## src/design/clcd_pkg.sv

```systemverilog
// Shared types, constants and the phase duration lookup for the character LCD controller.
// No dependencies.
`timescale 1ns / 1ps

package clcd_pkg;

  localparam int unsigned CFG_DATA_W = 20;
  localparam int unsigned DUR_W = 20;

  typedef enum logic [3:0] {
    PH_PWR    = 4'd0,
    PH_EH1    = 4'd1,
    PH_EL1    = 4'd2,
    PH_EH2    = 4'd3,
    PH_EL2    = 4'd4,
    PH_SETTLE = 4'd5,
    PH_POST   = 4'd6,
    PH_IDLE   = 4'd7
  } phase_t;

  localparam logic [1:0] FN_TICK = 2'd0;
  localparam logic [1:0] FN_CHAR = 2'd1;
  localparam logic [1:0] FN_CMD  = 2'd2;
  localparam logic [1:0] FN_ADDR = 2'd3;

  localparam logic [2:0] REG_POWER_UP    = 3'd0;
  localparam logic [2:0] REG_ENABLE_HIGH = 3'd1;
  localparam logic [2:0] REG_ENABLE_LOW  = 3'd2;
  localparam logic [2:0] REG_SETTLE      = 3'd3;
  localparam logic [2:0] REG_CLEAR_WAIT  = 3'd4;
  localparam logic [2:0] REG_FUNC_SET    = 3'd5;
  localparam logic [2:0] REG_ENTRY_MODE  = 3'd6;
  localparam logic [2:0] REG_DISP_CTRL   = 3'd7;

  localparam logic [3:0] INIT_DONE = 4'd9;
  localparam logic [3:0] INIT_FIRST_BYTE = 4'd4;

  localparam logic [7:0] BYTE_WAKE      = 8'h30;
  localparam logic [7:0] BYTE_FOUR_BIT  = 8'h20;
  localparam logic [7:0] BYTE_DISP_OFF  = 8'h08;
  localparam logic [7:0] BYTE_CLEAR     = 8'h01;
  localparam logic [7:0] BYTE_HOME      = 8'h02;
  localparam logic [7:0] ADDR_CMD_BIT   = 8'h80;

  localparam logic [DUR_W-1:0] WAIT_FIRST_WAKE = 20'd10000;
  localparam logic [DUR_W-1:0] WAIT_WAKE       = 20'd500;

  typedef struct packed {
    logic [1:0] func;
    logic [7:0] value;
  } in_item_t;

  typedef struct packed {
    logic       pin_rs;
    logic       pin_rw;
    logic       pin_enable;
    logic [3:0] pin_nibble;
    logic       busy_res;
    logic       rejected;
  } out_item_t;

  typedef struct packed {
    logic [19:0] power_up_ticks;
    logic [7:0]  enable_high_ticks;
    logic [7:0]  enable_low_ticks;
    logic [9:0]  settle_ticks;
    logic [15:0] clear_wait_ticks;
    logic [7:0]  function_set_cmd;
    logic [7:0]  entry_mode_cmd;
    logic [7:0]  display_ctrl_cmd;
  } cfg_t;

  typedef struct packed {
    phase_t     phase;
    logic [3:0] step;
    logic [7:0] byte_val;
    logic       rs;
    logic       en;
    logic [3:0] nib;
  } seq_state_t;

  function automatic logic [DUR_W-1:0] phase_len(input seq_state_t s, input cfg_t c);
    logic [DUR_W-1:0] d;
    d = '0;
    case (s.phase)
      PH_PWR:            d = c.power_up_ticks;
      PH_EH1, PH_EH2:    d = DUR_W'(c.enable_high_ticks);
      PH_EL1, PH_EL2:    d = DUR_W'(c.enable_low_ticks);
      PH_SETTLE:         d = DUR_W'(c.settle_ticks);
      PH_POST: begin
        if (s.step == 4'd0) begin
          d = WAIT_FIRST_WAKE;
        end else if (s.step == 4'd1 || s.step == 4'd2) begin
          d = WAIT_WAKE;
        end else if (s.step == 4'd3) begin
          d = '0;
        end else if (!s.rs && (s.byte_val == BYTE_CLEAR || s.byte_val == BYTE_HOME)) begin
          d = DUR_W'(c.clear_wait_ticks);
        end else begin
          d = '0;
        end
      end
      default:           d = '0;
    endcase
    return d;
  endfunction

endpackage

```

## src/design/clcd_adv.sv

```systemverilog
// Phase sequencer step: moves the bus state to the phase that follows the current one.
// Depends on clcd_pkg for the state, configuration and phase types.
`timescale 1ns / 1ps

module clcd_adv (
  input  clcd_pkg::seq_state_t cur,
  input  clcd_pkg::cfg_t       cfg,
  output clcd_pkg::seq_state_t nxt
);
  import clcd_pkg::*;

  function automatic logic [7:0] init_byte(input logic [3:0] step, input cfg_t c);
    logic [7:0] b;
    b = c.display_ctrl_cmd;
    case (step)
      4'd0, 4'd1, 4'd2: b = BYTE_WAKE;
      4'd3:             b = BYTE_FOUR_BIT;
      4'd4:             b = c.function_set_cmd;
      4'd5:             b = BYTE_DISP_OFF;
      4'd6:             b = BYTE_CLEAR;
      4'd7:             b = c.entry_mode_cmd;
      default:          b = c.display_ctrl_cmd;
    endcase
    return b;
  endfunction

  function automatic seq_state_t start_init(input seq_state_t s, input logic [3:0] step,
                                            input cfg_t c);
    seq_state_t r;
    r = s;
    r.step = step;
    r.rs = 1'b0;
    r.byte_val = init_byte(step, c);
    r.phase = PH_EH1;
    r.en = 1'b1;
    r.nib = r.byte_val[7:4];
    return r;
  endfunction

  function automatic seq_state_t go_idle(input seq_state_t s);
    seq_state_t r;
    r = s;
    r.step = INIT_DONE;
    r.rs = 1'b0;
    r.phase = PH_IDLE;
    r.en = 1'b0;
    return r;
  endfunction

  logic [3:0] step_inc;

  assign step_inc = cur.step + 4'd1;

  always_comb begin
    nxt = cur;
    case (cur.phase)
      PH_PWR: nxt = start_init(cur, 4'd0, cfg);
      PH_EH1: begin
        nxt.phase = PH_EL1;
        nxt.en = 1'b0;
      end
      PH_EL1: begin
        if (cur.step < INIT_FIRST_BYTE) begin
          nxt.phase = PH_POST;
          nxt.en = 1'b0;
        end else begin
          nxt.phase = PH_EH2;
          nxt.en = 1'b1;
          nxt.nib = cur.byte_val[3:0];
        end
      end
      PH_EH2: begin
        nxt.phase = PH_EL2;
        nxt.en = 1'b0;
      end
      PH_EL2: begin
        nxt.phase = PH_SETTLE;
        nxt.en = 1'b0;
      end
      PH_SETTLE: begin
        nxt.phase = PH_POST;
        nxt.en = 1'b0;
        nxt.nib = 4'd0;
      end
      PH_POST: begin
        if (cur.step < INIT_DONE && step_inc < INIT_DONE) begin
          nxt = start_init(cur, step_inc, cfg);
        end else begin
          nxt = go_idle(cur);
        end
      end
      default: nxt = go_idle(cur);
    endcase
  end

endmodule

```

## src/design/char_lcd_nibble_interface_top.sv

```systemverilog
// Top level of the 4-bit character LCD controller: item handling, timers, result register.
// Depends on clcd_pkg and clcd_adv.
`timescale 1ns / 1ps

// Each input beat is a one-microsecond tick or a request; each accepted beat gives one result
// beat carrying the bus pin levels, busy and rejected. A beat is taken every cycle while the
// result output is not stalled and no phase pass is pending, and its result is registered in
// the result register. When a beat leads into phases of zero duration, the single phase-advance
// unit passes one such phase per cycle and in_ready stays low until a phase of nonzero duration
// or idle is reached. Configuration registers are written through the cfg port with index 0
// to 7 in the documented order.
module char_lcd_nibble_interface_top #(
  parameter int unsigned TIMER_BITS = 20
) (
  input  logic                            clk,
  input  logic                            rst_n,
  input  logic                            in_valid,
  output logic                            in_ready,
  input  clcd_pkg::in_item_t              in_data,
  output logic                            out_valid,
  input  logic                            out_ready,
  output clcd_pkg::out_item_t             out_data,
  input  logic                            cfg_valid,
  output logic                            cfg_ready,
  input  logic [2:0]                      cfg_index,
  input  logic [clcd_pkg::CFG_DATA_W-1:0] cfg_data
);
  import clcd_pkg::*;

  localparam int unsigned LW = (TIMER_BITS > DUR_W) ? TIMER_BITS : DUR_W;
  localparam logic [LW-1:0] TMAX_W = LW'({TIMER_BITS{1'b1}});

  cfg_t                  cfg_r;
  seq_state_t            st_r, st_nxt, st_adv, st_req;
  logic [TIMER_BITS-1:0] cnt_r, cnt_nxt, cnt_inc;
  logic                  pend_r, pend_nxt;
  logic                  out_valid_r, out_valid_nxt;
  out_item_t             out_data_r, out_data_nxt;

  logic             accept, is_tick, is_idle, tick_fire, req_take, req_rej, fired, produce;
  logic [LW-1:0]    len_cur, len_nxt;

  clcd_adv u_adv (
    .cur (st_r),
    .cfg (cfg_r),
    .nxt (st_adv)
  );

  function automatic logic [LW-1:0] clamp_len(input logic [DUR_W-1:0] d);
    logic [LW-1:0] w;
    w = LW'(d);
    return (w > TMAX_W) ? TMAX_W : w;
  endfunction

  assign cfg_ready = 1'b1;
  assign in_ready  = !pend_r && (!out_valid_r || out_ready);
  assign accept    = in_valid && in_ready;
  assign is_tick   = (in_data.func == FN_TICK);
  assign is_idle   = (st_r.phase == PH_IDLE);
  assign cnt_inc   = (cnt_r == {TIMER_BITS{1'b1}}) ? cnt_r : cnt_r + 1'b1;
  assign len_cur   = clamp_len(phase_len(st_r, cfg_r));
  assign tick_fire = accept && is_tick && !is_idle && (LW'(cnt_inc) >= len_cur);
  assign req_take  = accept && !is_tick && is_idle;
  assign req_rej   = accept && !is_tick && !is_idle;
  assign fired     = tick_fire || req_take || pend_r;

  always_comb begin
    st_req = st_r;
    st_req.rs = (in_data.func == FN_CHAR);
    st_req.byte_val = (in_data.func == FN_ADDR) ? (in_data.value | ADDR_CMD_BIT)
                                                : in_data.value;
    st_req.step = INIT_DONE;
    st_req.phase = PH_EH1;
    st_req.en = 1'b1;
    st_req.nib = st_req.byte_val[7:4];
  end

  always_comb begin
    st_nxt = st_r;
    cnt_nxt = cnt_r;
    if (req_take) begin
      st_nxt = st_req;
      cnt_nxt = '0;
    end else if (tick_fire || pend_r) begin
      st_nxt = st_adv;
      cnt_nxt = '0;
    end else if (accept && is_tick && !is_idle) begin
      cnt_nxt = cnt_inc;
    end
  end

  assign len_nxt  = clamp_len(phase_len(st_nxt, cfg_r));
  assign pend_nxt = fired && (st_nxt.phase != PH_IDLE) && (len_nxt == '0);
  assign produce  = (accept || pend_r) && !pend_nxt;

  always_comb begin
    out_data_nxt.pin_rs     = st_nxt.rs;
    out_data_nxt.pin_rw     = 1'b0;
    out_data_nxt.pin_enable = st_nxt.en;
    out_data_nxt.pin_nibble = st_nxt.nib;
    out_data_nxt.busy_res   = (st_nxt.phase != PH_IDLE);
    out_data_nxt.rejected   = req_rej;
    if (produce) begin
      out_valid_nxt = 1'b1;
    end else if (out_ready) begin
      out_valid_nxt = 1'b0;
    end else begin
      out_valid_nxt = out_valid_r;
    end
  end

  always_ff @(posedge clk) begin
    if (!rst_n) begin
      cfg_r.power_up_ticks    <= 20'd800000;
      cfg_r.enable_high_ticks <= 8'd15;
      cfg_r.enable_low_ticks  <= 8'd5;
      cfg_r.settle_ticks      <= 10'd100;
      cfg_r.clear_wait_ticks  <= 16'd5000;
      cfg_r.function_set_cmd  <= 8'h2c;
      cfg_r.entry_mode_cmd    <= 8'h06;
      cfg_r.display_ctrl_cmd  <= 8'h0c;
    end else if (cfg_valid && cfg_ready) begin
      case (cfg_index)
        REG_POWER_UP:    cfg_r.power_up_ticks    <= cfg_data;
        REG_ENABLE_HIGH: cfg_r.enable_high_ticks <= cfg_data[7:0];
        REG_ENABLE_LOW:  cfg_r.enable_low_ticks  <= cfg_data[7:0];
        REG_SETTLE:      cfg_r.settle_ticks      <= cfg_data[9:0];
        REG_CLEAR_WAIT:  cfg_r.clear_wait_ticks  <= cfg_data[15:0];
        REG_FUNC_SET:    cfg_r.function_set_cmd  <= cfg_data[7:0];
        REG_ENTRY_MODE:  cfg_r.entry_mode_cmd    <= cfg_data[7:0];
        REG_DISP_CTRL:   cfg_r.display_ctrl_cmd  <= cfg_data[7:0];
        default: ;
      endcase
    end
  end

  always_ff @(posedge clk) begin
    if (!rst_n) begin
      st_r.phase    <= PH_PWR;
      st_r.step     <= 4'd0;
      st_r.byte_val <= 8'd0;
      st_r.rs       <= 1'b0;
      st_r.en       <= 1'b0;
      st_r.nib      <= 4'd0;
      cnt_r         <= '0;
      pend_r        <= 1'b0;
      out_valid_r   <= 1'b0;
    end else begin
      st_r        <= st_nxt;
      cnt_r       <= cnt_nxt;
      pend_r      <= pend_nxt;
      out_valid_r <= out_valid_nxt;
    end
  end

  always_ff @(posedge clk) begin
    if (produce) begin
      out_data_r <= out_data_nxt;
    end
  end

  assign out_valid = out_valid_r;
  assign out_data  = out_data_r;

  a_idle_strobe_low: assert property (@(posedge clk) disable iff (!rst_n)
    (st_r.phase == PH_IDLE) |-> (!st_r.en && !st_r.rs && cnt_r == '0))
    else $error("idle with strobe, RS or timer active");

  a_pend_not_idle: assert property (@(posedge clk) disable iff (!rst_n)
    pend_r |-> (st_r.phase != PH_IDLE && !out_valid_r))
    else $error("phase pass pending while idle or with a result waiting");

  a_reject_keeps_state: assert property (@(posedge clk) disable iff (!rst_n)
    req_rej |=> $stable(st_r))
    else $error("rejected request changed the bus state");

  a_result_pins: assert property (@(posedge clk) disable iff (!rst_n)
    (out_valid_r && !out_data_r.busy_res) |-> (!out_data_r.pin_enable && !out_data_r.pin_rw))
    else $error("idle result with strobe or read line high");

endmodule

```

## config.mk

```make
export PLATFORM = sky130hd
export DESIGN_NAME = char_lcd_nibble_interface_top
export DESIGN_NICKNAME = d
export VERILOG_FILES = /design/src/design/clcd_pkg.sv /design/src/design/clcd_adv.sv /design/src/design/char_lcd_nibble_interface_top.sv
export SDC_FILE = /design/constraint.sdc
export NUM_CORES = 1
export LEC_CHECK = 0
export CAP_MARGIN = 20
export CORE_ASPECT_RATIO = 0.5
export CORE_MARGIN = 3
export CORE_UTILIZATION = 60
export DETAILED_ROUTE_END_ITERATION = 6
export DONT_BUFFER_PORTS = 1
export GPL_ROUTABILITY_DRIVEN = 0
export PLACE_DENSITY = 0.76
export SLEW_MARGIN = 0
export SYNTH_ARGS = -nofsm -noshare
export SYNTH_HDL_FRONTEND = slang
export SYNTH_SLANG_ARGS = --single-unit
```

## constraint.sdc

```tcl
create_clock -name clk -period 7.3 [get_ports clk]
set_input_delay 0 -clock clk [delete_from_list [all_inputs] [get_ports clk]]
set_output_delay 0 -clock clk [all_outputs]
set_load 0.05 [all_outputs]
```

# Yosys cells after proc, flatten, opt, wreduce, memory -nomap -nowiden
# Index checks and enable logic that the tools add are counted.
# W data, S select, Z words.
# word_totals
register_bits	138
word_cells	153
inputBits	38
output_inout_bits	12
# classes
n_reduce_logical	54
bitwise_logic	1
n_addsub	2
n_eq_ne	41
muxes	27
magnitude_cmp	6
# ops
operator	count
$pmux W20 S5	2
$mux W16	8
$mux W20	3
$pmux W8 S6	1
$eq A4 B3 Y1 const B	11
$mux W22	2
$eq A4 B2 Y1 const B	10
$gt A20 B20 Y1 const B	2
$pmux W13 S3	1
$mux W21	1
$pmux W3 S7	1
$add A20 B1 Y20 const B	1
$eq A20 B20 Y1 const B	1
$eq A4 B1 Y1 const B	5
$ge A20 B20 Y1	1
$logic_not A20 Y1	1
$logic_not A4 Y1	5
$eq A8 B1 Y1 const B	2
$eq A8 B2 Y1 const B	2
$pmux W4 S4	1
$reduce_and A2 Y1	8
$logic_and A1 B1 Y1	14
$eq A3 B3 Y1 const B	4
$logic_or A1 B1 Y1	9
other kinds (21)	35

# Logic depth before layout (Yosys ltp)
# Gate-level depths: netlist of run 1.
# depth
depth_word	30
depth_mapped	22
depth_no_buf	18

# Cells and area by module
# Synthesis of run 1 repeated with hierarchy kept, for this count alone.
# unflattened
hier_cells	1063
area_unflattened_um2	8160.3
# by_module_without_submodules
module	cells_per_inst	seq_area_each_um2	area_each_um2	instances
char_lcd_nibble_interface_top	925	2842.7	7200.7	1
clcd_adv	138	0.0	959.7	1

# Least setup slack after synthesis of run 1
# OpenSTA, ideal clock, no wires.
# synth_path
kind	register to register
from	reg cnt_r[8]
to	reg out_data_r, in the netlist out_data[0], enable pin
t_required_ns	6.925
setup_slack_ns	1.562
synth_period_minus_slack_ns	5.738
path_stages_with_launch	22
path_buffers	4
t_arrival_ns	5.362
setup_time_ns	0.375
path_cell_list	dfxtp_1 -> clkbuf_1 -> nand4_1 -> or4_1 -> or4_1 -> clkbuf_1 -> nor3b_1 -> nand3_1 -> nor2_1 -> nand3_1 -> xnor2_1 -> ha_1 -> nand4_1 -> nor4_1 -> a2111o_1 -> o31a_1 -> buf_2 -> buf_1 -> o22ai_1 -> nand2_1 -> or4_4 -> a21oi_1
# synth_between
elab_chain_len	21
word_cells_on_any_way	42
cone_classes	add/sub: 1; order compare: 2; eq/ne: 13; mux: 9; reduce/logical: 17
# synth_lines
element	line_no	text
from (decl)	char_lcd_nibble_interface_top.sv:35	logic [TIMER_BITS-1:0] cnt_r, cnt_nxt, cnt_inc;
from (signal assigned)	char_lcd_nibble_interface_top.sv:150	cnt_r <= cnt_nxt;
$add A20 B1 Y20 / $eq A20 B20 Y1 (equally long branches)	char_lcd_nibble_interface_top.sv:60	assign cnt_inc = (cnt_r == {TIMER_BITS{1'b1}}) ? cnt_r : cnt_r + 1'b1;
$mux W20 *	char_lcd_nibble_interface_top.sv:60	
via cnt_inc[15]	char_lcd_nibble_interface_top.sv:35	
$ge A20 B20 Y1 *	char_lcd_nibble_interface_top.sv:62	assign tick_fire = accept && is_tick && !is_idle && (LW'(cnt_inc) >= len_cur);
$logic_and A1 B1 Y1 *	char_lcd_nibble_interface_top.sv:62	
$logic_or A1 B1 Y1	char_lcd_nibble_interface_top.sv:84	end else if (tick_fire || pend_r) begin
$mux W22	char_lcd_nibble_interface_top.sv:84	
$mux W22	char_lcd_nibble_interface_top.sv:81	if (req_take) begin
[... 6 more ...]	--	
$mux W16	clcd_pkg.sv:91	if (s.step == 4'd0) begin
$pmux W20 S5	clcd_pkg.sv:85	case (s.phase)
$gt A20 B20 Y1	char_lcd_nibble_interface_top.sv:52	return (w > TMAX_W) ? TMAX_W : w;
$mux W20	char_lcd_nibble_interface_top.sv:52	
$logic_not A20 Y1	char_lcd_nibble_interface_top.sv:93	assign pend_nxt = fired && (st_nxt.phase != PH_IDLE) && (len_nxt == '0);
$logic_and A1 B1 Y1 *	char_lcd_nibble_interface_top.sv:93	
$logic_not A1 Y1 *	char_lcd_nibble_interface_top.sv:94	assign produce = (accept || pend_r) && !pend_nxt;
$logic_and A1 B1 Y1 *	char_lcd_nibble_interface_top.sv:94	
to (signal assigned)	char_lcd_nibble_interface_top.sv:158	out_data_r <= out_data_nxt;
to (decl)	char_lcd_nibble_interface_top.sv:38	out_item_t out_data_r, out_data_nxt;
# Mark *: on every way through the listed nets, which the timed path passes. The rest lies on a longest branch.
# A chain may end at the register's enable or synchronous reset.

# Worst setup path in the final report of run 1
# layout_path
from	reg cnt_r[8]
to	reg out_data_r, in the netlist out_data[1], enable pin
# The elaborated chain is that of the path after synthesis.

==> impl_results.html, run 1 <==
<table>
<tr><th>Metric</th><th>Value</th></tr>
<tr><th colspan="2">Synthesis</th></tr>
<tr><td>Flip-flop and latch count after synthesis</td><td>roughly 140</td></tr>
<tr><td>Area fraction in compound gates after synthesis</td><td>around a fifth</td></tr>
<tr><td>Flip-flop cell with the highest count after synthesis</td><td>dfxtp_1</td></tr>
<tr><td>Ys async rst share</td><td>0%</td></tr>
<tr><td>Number of enable flip-flop cells after synthesis</td><td>8</td></tr>
<tr><td>Average cell area after synthesis</td><td>approximately 7.6 um^2</td></tr>
<tr><td>Arithmetic-cell share of the synthesized area counting full adders, half adders and majority gates</td><td>between 4 and 5%</td></tr>
<tr><td>Parity-gate share of the synthesized area counting xor and xnor cells</td><td>under 10%</td></tr>
<tr><td>Gate Count Post-Synth</td><td>approximately 1000</td></tr>
<tr><td>Warnings from Yosys</td><td>0</td></tr>
<tr><td>Netlist Area Pre-Place</td><td>7580 um^2</td></tr>
<tr><td>Mapped Nets</td><td>between 1000 and 1500</td></tr>
<tr><td>Largest family of logic cells by synthesized area</td><td>simple AND/OR/NAND/NOR gates</td></tr>
<tr><td>Share of the yosys chip area belonging to registers</td><td>between 30% and 40%</td></tr>
<tr><td>Synth Area in Simple Gates</td><td>between 20% and 30%</td></tr>
<tr><td>Post-synthesis mux area share</td><td>1.14%</td></tr>
<tr><td>Number of library cell types mapped by synthesis</td><td>75</td></tr>
<tr><th colspan="2">GRT</th></tr>
<tr><td>Vias in the first global route</td><td>7016</td></tr>
<tr><td>Overflow left after global routing</td><td>0</td></tr>
<tr><td>Total global routing track utilization</td><td>between 30% and 40%</td></tr>
<tr><td>Initial antenna violation count</td><td>0</td></tr>
<tr><td>Pin count of the biggest net entering global routing</td><td>57</td></tr>
<tr><td>Global-route wire length before repair</td><td>~37000 um</td></tr>
<tr><th colspan="2">Worst setup path</th></tr>
<tr><td>Worst setup SP type</td><td>flop</td></tr>
<tr><td>Critical path capture point type</td><td>flop</td></tr>
<tr><td>Critical path data arrival time</td><td>around 6800 ps</td></tr>
<tr><td>Start-to-end type of the worst setup path</td><td>reg -&gt; reg</td></tr>
<tr><td>Highest net fanout along the worst path</td><td>18</td></tr>
<tr><td>Req. time, crit path</td><td>around 7400 ps</td></tr>
<tr><th colspan="2">Final layout</th></tr>
<tr><td>Layout cells sized above 1</td><td>6.44%</td></tr>
<tr><td>Most frequent cells in the layout</td><td>nand2_1 (251), dfxtp_1 (130), a21oi_1 (112)</td></tr>
<tr><td>Net count reported at finish</td><td>around 1100</td></tr>
<tr><td>Antenna diode count</td><td>0</td></tr>
<tr><td>Final design instance area without fill</td><td>~8700 um^2</td></tr>
<tr><td>Most common cell after layout, fill and taps aside</td><td>nand2_1</td></tr>
<tr><td>Layout overhead on the synthesized area</td><td>15.1%</td></tr>
<tr><th colspan="2">STA</th></tr>
<tr><td>Endpoints failing setup</td><td>0</td></tr>
<tr><td>Least-Margin Pin Slew</td><td>between 1000 and 1500 ps</td></tr>
<tr><td>Final worst path period need</td><td>6750 ps</td></tr>
<tr><td>Peak Freq</td><td>0.148 GHz</td></tr>
<tr><td>Worst rel slew slack</td><td>~28%</td></tr>
<tr><td>Fraction of the cycle the final worst path needs</td><td>between 90% and 100%</td></tr>
<tr><td>Final TNS setup</td><td>0 ps</td></tr>
<tr><td>Setup repair after global routing missed its margin</td><td>no</td></tr>
<tr><td>Worst hold slack across all endpoints</td><td>-1.79 ps</td></tr>
<tr><td>Final hold violation count</td><td>2</td></tr>
<tr><td>Pins Over Slew Limit</td><td>0</td></tr>
<tr><td>Worst-case clock skew</td><td>roughly 8.5 ps</td></tr>
<tr><th colspan="2">Run status</th></tr>
<tr><td>Status</td><td>finished with violations</td></tr>
<tr><td>Violated checks</td><td>negative hold slack</td></tr>
<tr><th colspan="2">Floorplan</th></tr>
<tr><td>FP Rows</td><td>28</td></tr>
<tr><td>Core Region</td><td>between 10000 and 15000 um^2</td></tr>
<tr><td>I/O pins</td><td>50</td></tr>
<tr><td>Die area</td><td>between 10000 and 15000 um^2</td></tr>
<tr><td>Die width</td><td>around 160 um</td></tr>
<tr><td>Initial standard-cell utilization of the core</td><td>62.7%</td></tr>
<tr><td>Die height</td><td>about 85 um</td></tr>
<tr><th colspan="2">Power</th></tr>
<tr><td>Peak supply drop</td><td>between 0.15 and 0.2 mV</td></tr>
<tr><td>Static leakage</td><td>~0.0032 uW</td></tr>
<tr><td>Power density over the cells</td><td>~200 nW/um^2</td></tr>
<tr><th colspan="2">Route</th></tr>
<tr><td>Post-route ant nets</td><td>0</td></tr>
<tr><td>WL met2</td><td>around 9300 um</td></tr>
<tr><td>Met1 Wirelength</td><td>10300 um</td></tr>
<tr><td>Detailed Routing Iterations Pass 1</td><td>6</td></tr>
<tr><td>Violation count after the first detailed-routing iteration</td><td>1105</td></tr>
<tr><td>Uppermost metal layer occupied by signal nets</td><td>met4</td></tr>
<tr><td>Remaining DRCs</td><td>0</td></tr>
<tr><td>Wire per inst</td><td>around 19 um</td></tr>
<tr><td>Vias per std cell</td><td>between 6 and 7</td></tr>
<tr><td>Routed wire length on met3</td><td>between 2000 and 3000 um</td></tr>
<tr><td>Via count</td><td>between 7000 and 8000</td></tr>
<tr><td>WL final</td><td>approximately 23000 um</td></tr>
<tr><th colspan="2">Clock tree</th></tr>
<tr><td>Clock insertion delay at the later pin of the skew report</td><td>420 ps</td></tr>
<tr><td>Clock edge transition at the registers on the reported setup and hold paths</td><td>60 ps</td></tr>
<tr><td>Clock tree root buffer cell</td><td>clkbuf_16</td></tr>
<tr><td>Clock Path Buffers</td><td>2</td></tr>
<tr><td>Setup repair bufs after CTS</td><td>0</td></tr>
<tr><td>CTS tree</td><td>built</td></tr>
<tr><td>Htree depth</td><td>4</td></tr>
<tr><td>Sinks on the clock net</td><td>around 140</td></tr>
<tr><td>Clock buffers created by TritonCTS</td><td>17</td></tr>
<tr><th colspan="2">Run</th></tr>
<tr><td>Max-cap violations</td><td>0</td></tr>
<tr><th colspan="2">Hold path</th></tr>
<tr><td>Worst hold-check path type</td><td>in -&gt; reg</td></tr>
<tr><th colspan="2">Place</th></tr>
<tr><td>Instance area after placement</td><td>about 7600 um^2</td></tr>
<tr><td>PortBufs</td><td>0</td></tr>
<tr><td>Post-DP HPWL</td><td>about 15000 um</td></tr>
</table>
-- metrics by stage --
step           instances  worst slack [ps]  util [%]  hold WS, ps  power, uW
2_1_floorplan        997              1560         -          124        866
3_3_place_gp        1106               836      62.9         89.8        871
3_5_place_dp        1106               703      62.9         90.0        872
4_1_cts             1189               574      72.1        0.816       1780
5_1_grt             1190              34.5      72.2         25.8       1830
6_report            1190               552      72.2        -1.79       1790
-- area by class of cell --
cell class,instances,area [um^2]
clock inverter,13,158
inverter,11,41.3
timing repair buffer,62,603
sequential,138,2840
tap,165,206
clock buffer,19,443
fill,954,3360
multi-input combinational,782,4430
-- path summary, 6_finish.rpt --
path	start	endpoint	slack, ps	cells after the start
setup / recovery	cnt_r[8]$_SDFFE_PP0P_	out_data[1]$_DFFE_PP_	550	18
hold / removal	cfg_index[1]	cfg_r[59]$_SDFFE_PN1P_	-2	4
setup reg to reg	cnt_r[8]$_SDFFE_PP0P_	out_data[1]$_DFFE_PP_	550	18
hold reg to reg	cfg_r[5]$_SDFFE_PN0P_	cfg_r[5]$_SDFFE_PN0P_	460	2
-- sequential cells by signal (all words and copies together), names as in the netlist --
name	cells
cfg_r	86
cnt_r	20
out_data	8
out_valid	1
pend_r	1
st_r	22
-- cell families after synthesis --
kind of cell	after synthesis
DFF	138
other	2
and+or+nand+nor	480
xor gates and xnor gates	28
adders and majority gates	27
muxes	8
AOI/OAI and AO/OA	237
buffers and inverters	77
-- where the power goes --
group | leakage, uW | internal (uW) | switching [uW] | total [uW]
sequential | 0.00113 | 775 | 19.9 | 795
clock | 0.000297 | 523 | 370 | 893
combinational | 0.00173 | 36.5 | 60.7 | 97.3
-- worst max-delay path: stages (launching register included) --
cell and delay, ps:
dfxtp_1 450, nand4_1 120, or4_1 560, or4_1 670
nor3b_1 250, nand3_1 250, nor2_1 120, nand3_1 110
xnor2_1 70, ha_1 310, nand4_1 140, nor4_1 370
nor4b_2 400, o31a_1 640, o221ai_1 290, a211oi_1 350
nand4_1 160, or4_4 560, a21oi_1 570
-- per-layer routing --
layer | vias up | GRT usage (%)
met5 | - | 0
met4 | 0 | 8.52
met3 | 39 | 7.85
met2 | 460 | 46.5
met1 | 3545 | 51.5
li1 | 3585 | -
-- Yosys cell counts, drive strengths merged (9+ instances only) --
cell	number	area share [%]
xnor2	17	2.0
o21a	11	1.1
nor3	21	1.4
a22o	11	1.3
and2	10	0.83
nor2	65	3.2
ha	27	4.5
nand2	251	12
a21oi	112	7.4
nor4	20	1.7
inv	11	0.54
nand4	18	1.5
nand3	47	3.1
clkbuf	54	2.8
xor2	11	1.3
dfxtp	130	34
buf	12	0.92
or4	9	0.99
o21ai	23	1.5
a221oi	13	1.5
-- what timing repair did --
| item | CTS | global route |
|---|---|---|
| endpoints found under the hold margin | 111 | 0 |
| hold buffers | 51 | 0 |
| gates resized for setup | 0 | 0 |
Power figures use the tool's default switching activity.
==> inputs of run 2 (changes only) <==
--- a/config.mk
+++ b/config.mk
@@ -13,7 +13,8 @@
 export DONT_BUFFER_PORTS = 1
 export GPL_ROUTABILITY_DRIVEN = 0
 export PLACE_DENSITY = 0.76
-export SLEW_MARGIN = 0
+export SLEW_MARGIN = 20
 export SYNTH_ARGS = -nofsm -noshare
 export SYNTH_HDL_FRONTEND = slang
+export SYNTH_HIERARCHICAL = 1
 export SYNTH_SLANG_ARGS = --single-unit
==> run 2 against run 1 <==
  * Worst hold slack improved by 22 ps
  * Clock-buffer cell count decreased by 2
  * Critical endpoint is now out_data[0]$_DFFE_PP_
  * Die area increased by 7.2%
  * Synthesized cell count rose by 6.6%
  * Combinational power up 32%
  * Largest power group unchanged
  * The flow now finishes without violations
  * Maximum frequency grew 9.1%
  * Register-to-register slack better by 560 ps
  * Critical path type unchanged
==> impl_results.html, run 2 <==
<table>
<tr><th>Metric</th><th>Value</th></tr>
<tr><th colspan="2">Run status</th></tr>
<tr><td>Status</td><td>completed</td></tr>
<tr><th colspan="2">Place</th></tr>
<tr><td>Post-DP HPWL</td><td>roughly 17000 um</td></tr>
<tr><td>Post-place setup slack</td><td>1260 ps</td></tr>
<tr><td>PortBufs</td><td>0</td></tr>
<tr><th colspan="2">GRT</th></tr>
<tr><td>Met2 Use GR</td><td>46.3%</td></tr>
<tr><td>Met1 Resource Use GR</td><td>50.2%</td></tr>
<tr><td>Met3 track utilization from global routing</td><td>just over 10%</td></tr>
<tr><td>Busiest grt layer</td><td>met1</td></tr>
<tr><td>Total global routing track utilization</td><td>33.4%</td></tr>
<tr><td>Initial antenna violation count</td><td>4</td></tr>
<tr><td>Global-route wire length before repair</td><td>~39000 um</td></tr>
<tr><td>Overflow left after global routing</td><td>0</td></tr>
<tr><td>Pin count of the biggest net entering global routing</td><td>approximately 70</td></tr>
<tr><td>Vias in the first global route</td><td>approximately 7300</td></tr>
<tr><th colspan="2">Final layout</th></tr>
<tr><td>Net count reported at finish</td><td>approximately 1100</td></tr>
<tr><td>Most frequent cells in the layout</td><td>nand2_1 (264), dfxtp_1 (130), a21oi_1 (107)</td></tr>
<tr><td>Layout cells sized above 1</td><td>between 7 and 8%</td></tr>
<tr><td>Most common cell after layout, fill and taps aside</td><td>nand2_1</td></tr>
<tr><td>Largest registers</td><td>cfg_r: 86 flops, st_r: 22 flops, cnt_r: 20 flops</td></tr>
<tr><td>Layout overhead on the synthesized area</td><td>13.6%</td></tr>
<tr><td>Number of flip-flops under the largest register name</td><td>86</td></tr>
<tr><td>Register with the most flip-flops</td><td>cfg_r</td></tr>
<tr><th colspan="2">Synthesis</th></tr>
<tr><td>Warnings from Yosys</td><td>6</td></tr>
<tr><td>Flip-flop and latch count after synthesis</td><td>about 140</td></tr>
<tr><td>Netlist Area Pre-Place</td><td>just over 8000 um^2</td></tr>
<tr><td>Flip-flop cell with the highest count after synthesis</td><td>dfxtp_1</td></tr>
<tr><td>Fraction of synthesized cell area taken by the top area cell type</td><td>31.9%</td></tr>
<tr><td>Mapped Nets</td><td>between 1000 and 1500</td></tr>
<tr><td>Synth cell count leaders</td><td>nand2_1 (264), dfxtp_1 (130), a21oi_1 (107), nor2_1 (68), nand3_1 (56)</td></tr>
<tr><td>Cell with the most instances after synthesis</td><td>nand2_1</td></tr>
<tr><td>Number of enable flip-flop cells after synthesis</td><td>8</td></tr>
<tr><td>Top cell type by total area after synthesis</td><td>dfxtp_1</td></tr>
<tr><td>Number of library cell types mapped by synthesis</td><td>88</td></tr>
<tr><td>Gate Count Post-Synth</td><td>roughly 1100</td></tr>
<tr><td>Ys async rst share</td><td>0%</td></tr>
<tr><td>Share of the yosys chip area belonging to registers</td><td>a little over a third</td></tr>
<tr><td>Cells taking the most area after synthesis</td><td>dfxtp_1 (32%), nand2_1 (12%), a21oi_1 (6.6%), ha_1 (4.0%), nand3_1 (3.4%)</td></tr>
<tr><td>Average cell area after synthesis</td><td>~7.7 um^2</td></tr>
<tr><th colspan="2">STA</th></tr>
<tr><td>Peak Freq</td><td>around 0.16 GHz</td></tr>
<tr><td>Min setup slack post-route</td><td>1110 ps</td></tr>
<tr><td>Least-Margin Pin Slew</td><td>1010 ps</td></tr>
<tr><td>Setup repair after global routing missed its margin</td><td>no</td></tr>
<tr><td>Final worst path period need</td><td>~6200 ps</td></tr>
<tr><td>Worst rel slew slack</td><td>roughly a third</td></tr>
<tr><td>Worst-case clock skew</td><td>around 11 ps</td></tr>
<tr><td>Final hold violation count</td><td>0</td></tr>
<tr><td>Fraction of the cycle the final worst path needs</td><td>a little over four fifths</td></tr>
<tr><td>Final TNS setup</td><td>0 ps</td></tr>
<tr><td>Pins Over Slew Limit</td><td>0</td></tr>
<tr><td>Worst hold slack across all endpoints</td><td>20.4 ps</td></tr>
<tr><td>Endpoints failing setup</td><td>0</td></tr>
<tr><th colspan="2">Route</th></tr>
<tr><td>Wire per inst</td><td>slightly below 20 um</td></tr>
<tr><td>Via count</td><td>about 8300</td></tr>
<tr><td>Remaining DRCs</td><td>0</td></tr>
<tr><td>WL final</td><td>24900 um</td></tr>
<tr><td>Post-route ant nets</td><td>0</td></tr>
<tr><td>Violation count after the first detailed-routing iteration</td><td>approximately 1300</td></tr>
<tr><td>Detailed Routing Iterations Pass 1</td><td>6</td></tr>
<tr><td>Vias per std cell</td><td>6.57</td></tr>
<tr><th colspan="2">Clock tree</th></tr>
<tr><td>Sinks on the clock net</td><td>between 100 and 150</td></tr>
<tr><td>Clock tree root buffer cell</td><td>clkbuf_16</td></tr>
<tr><td>Clock insertion delay at the later pin of the skew report</td><td>roughly 430 ps</td></tr>
<tr><td>Clock edge transition at the registers on the reported setup and hold paths</td><td>around 70 ps</td></tr>
<tr><td>Setup repair bufs after CTS</td><td>0</td></tr>
<tr><td>Clock buffers created by TritonCTS</td><td>17</td></tr>
<tr><td>Htree depth</td><td>4</td></tr>
<tr><td>CTS tree</td><td>built</td></tr>
<tr><td>Clock Path Buffers</td><td>2</td></tr>
<tr><th colspan="2">Floorplan</th></tr>
<tr><td>Die area</td><td>15100 um^2</td></tr>
<tr><td>Die height</td><td>between 80 and 90 um</td></tr>
<tr><td>Initial standard-cell utilization of the core</td><td>between 60% and 70%</td></tr>
<tr><td>FP Rows</td><td>29</td></tr>
<tr><td>I/O pins</td><td>50</td></tr>
<tr><td>Die width</td><td>around 170 um</td></tr>
<tr><td>Core Region</td><td>about 13000 um^2</td></tr>
<tr><th colspan="2">Worst setup path</th></tr>
<tr><td>Worst setup SP type</td><td>flop</td></tr>
<tr><td>Req. time, crit path</td><td>7350 ps</td></tr>
<tr><td>Highest net fanout along the worst path</td><td>23</td></tr>
<tr><td>Start-to-end type of the worst setup path</td><td>reg -&gt; reg</td></tr>
<tr><td>Critical path data arrival time</td><td>6240 ps</td></tr>
<tr><td>Critical path capture point type</td><td>flop</td></tr>
<tr><th colspan="2">Power</th></tr>
<tr><td>Static leakage</td><td>around 0.0034 uW</td></tr>
<tr><td>Peak supply drop</td><td>roughly 0.15 mV</td></tr>
<tr><td>Power density over the cells</td><td>between 200 and 250 nW/um^2</td></tr>
<tr><th colspan="2">Hold path</th></tr>
<tr><td>Worst hold-check path type</td><td>in -&gt; reg</td></tr>
<tr><th colspan="2">Run</th></tr>
<tr><td>Max-cap violations</td><td>0</td></tr>
</table>
-- run 2: changes by cell type after synthesis, sizes merged, moves of 6 or more --
| cell | delta |
|---|---|
| a2bb2oi | +7 |
| or4 | -6 |
| nand3 | +11 |
| buf | +9 |
| a31oi | +7 |
| nand2 | +13 |
| o22ai | +6 |
| clkbuf | -12 |
| and2 | +7 |
| or2 | +6 |
-- run 2: report_power, final --
part,switching (uW),internal [uW]
Sequential,25.6,777
Clock,382,552
Combinational,78.6,49.4
Total,486,1380
-- run 2: per-layer routing --
metal  wire, um  part of all wire, %
met3       3600                   14
met4        327                  1.3
met2       9740                   39
met1      11200                   45
met5          0                    0
-- run 2: logic make-up (layout without fill, tap and decap cells) --
group / Yosys count / after routing / synth area share (%)
flip-flops: 138 / 138 / 34.8
buffers and inverters: 78 / 102 / 4.49
AO/OA/AOI/OAI: 264 / 264 / 22.8
adder cells (fa/ha/maj): 26 / 26 / 3.99
XOR/XNOR: 29 / 29 / 3.11
AND/OR/NAND/NOR: 519 / 519 / 29.9
multiplexers: 6 / 6 / 0.767
other: 3 / 7 / 0.138
-- run 2: path summary, 6_finish.rpt --
kind | end | startpoint | depth (start not counted) | slack [ps]
setup / recovery | out_data[0]$_DFFE_PP_ | st_r[20]$_SDFF_PN0_ | 14 | 1110
hold / removal | cfg_r[2]$_SDFFE_PN1P_ | cfg_valid | 3 | 20
setup reg to reg | out_data[0]$_DFFE_PP_ | st_r[20]$_SDFF_PN0_ | 14 | 1110
hold reg to reg | cfg_r[5]$_SDFFE_PN0P_ | cfg_r[5]$_SDFFE_PN0P_ | 2 | 460
-- run 2: worst max-delay path, cell delays in order (launching register included) --
cell,delay (ps)
dfxtp_1,840
nor2b_1,240
nand3b_1,240
or2_2,430
nor2b_1,390
a22oi_1,180
ha_1,360
a21oi_1,160
o21ai_0,170
a221o_1,450
o21ai_2,820
mux2i_1,320
a2111oi_4,330
a41oi_1,200
a21oi_1,650
-- run 2: through the flow --
stage / util [%] / area, um^2 / power [uW] / instances
2_1_floorplan: - / 8160 / 896 / 1063
3_3_place_gp: 62.5 / 8120 / 907 / 1175
3_5_place_dp: 62.5 / 8120 / 910 / 1175
4_1_cts: 71.3 / 9260 / 1860 / 1257
5_1_grt: 71.4 / 9270 / 1910 / 1261
6_report: 71.4 / 9270 / 1870 / 1261
-- run 2: repair_timing --
item                      in CTS  in global routing
hold endpoints to repair     110                  0
resized for setup              0                  0
hold buffers                  50                  0
-- run 2: layout make-up --
class                      instances  area [um^2]
multi-input combinational        847         4970
fill                            1085         3720
sequential                       138         2840
timing repair buffer              55          548
clock buffer                      17          425
tap                              170          213
clock inverter                    15          200
inverter                          15         56.3
antenna                            4         10.0
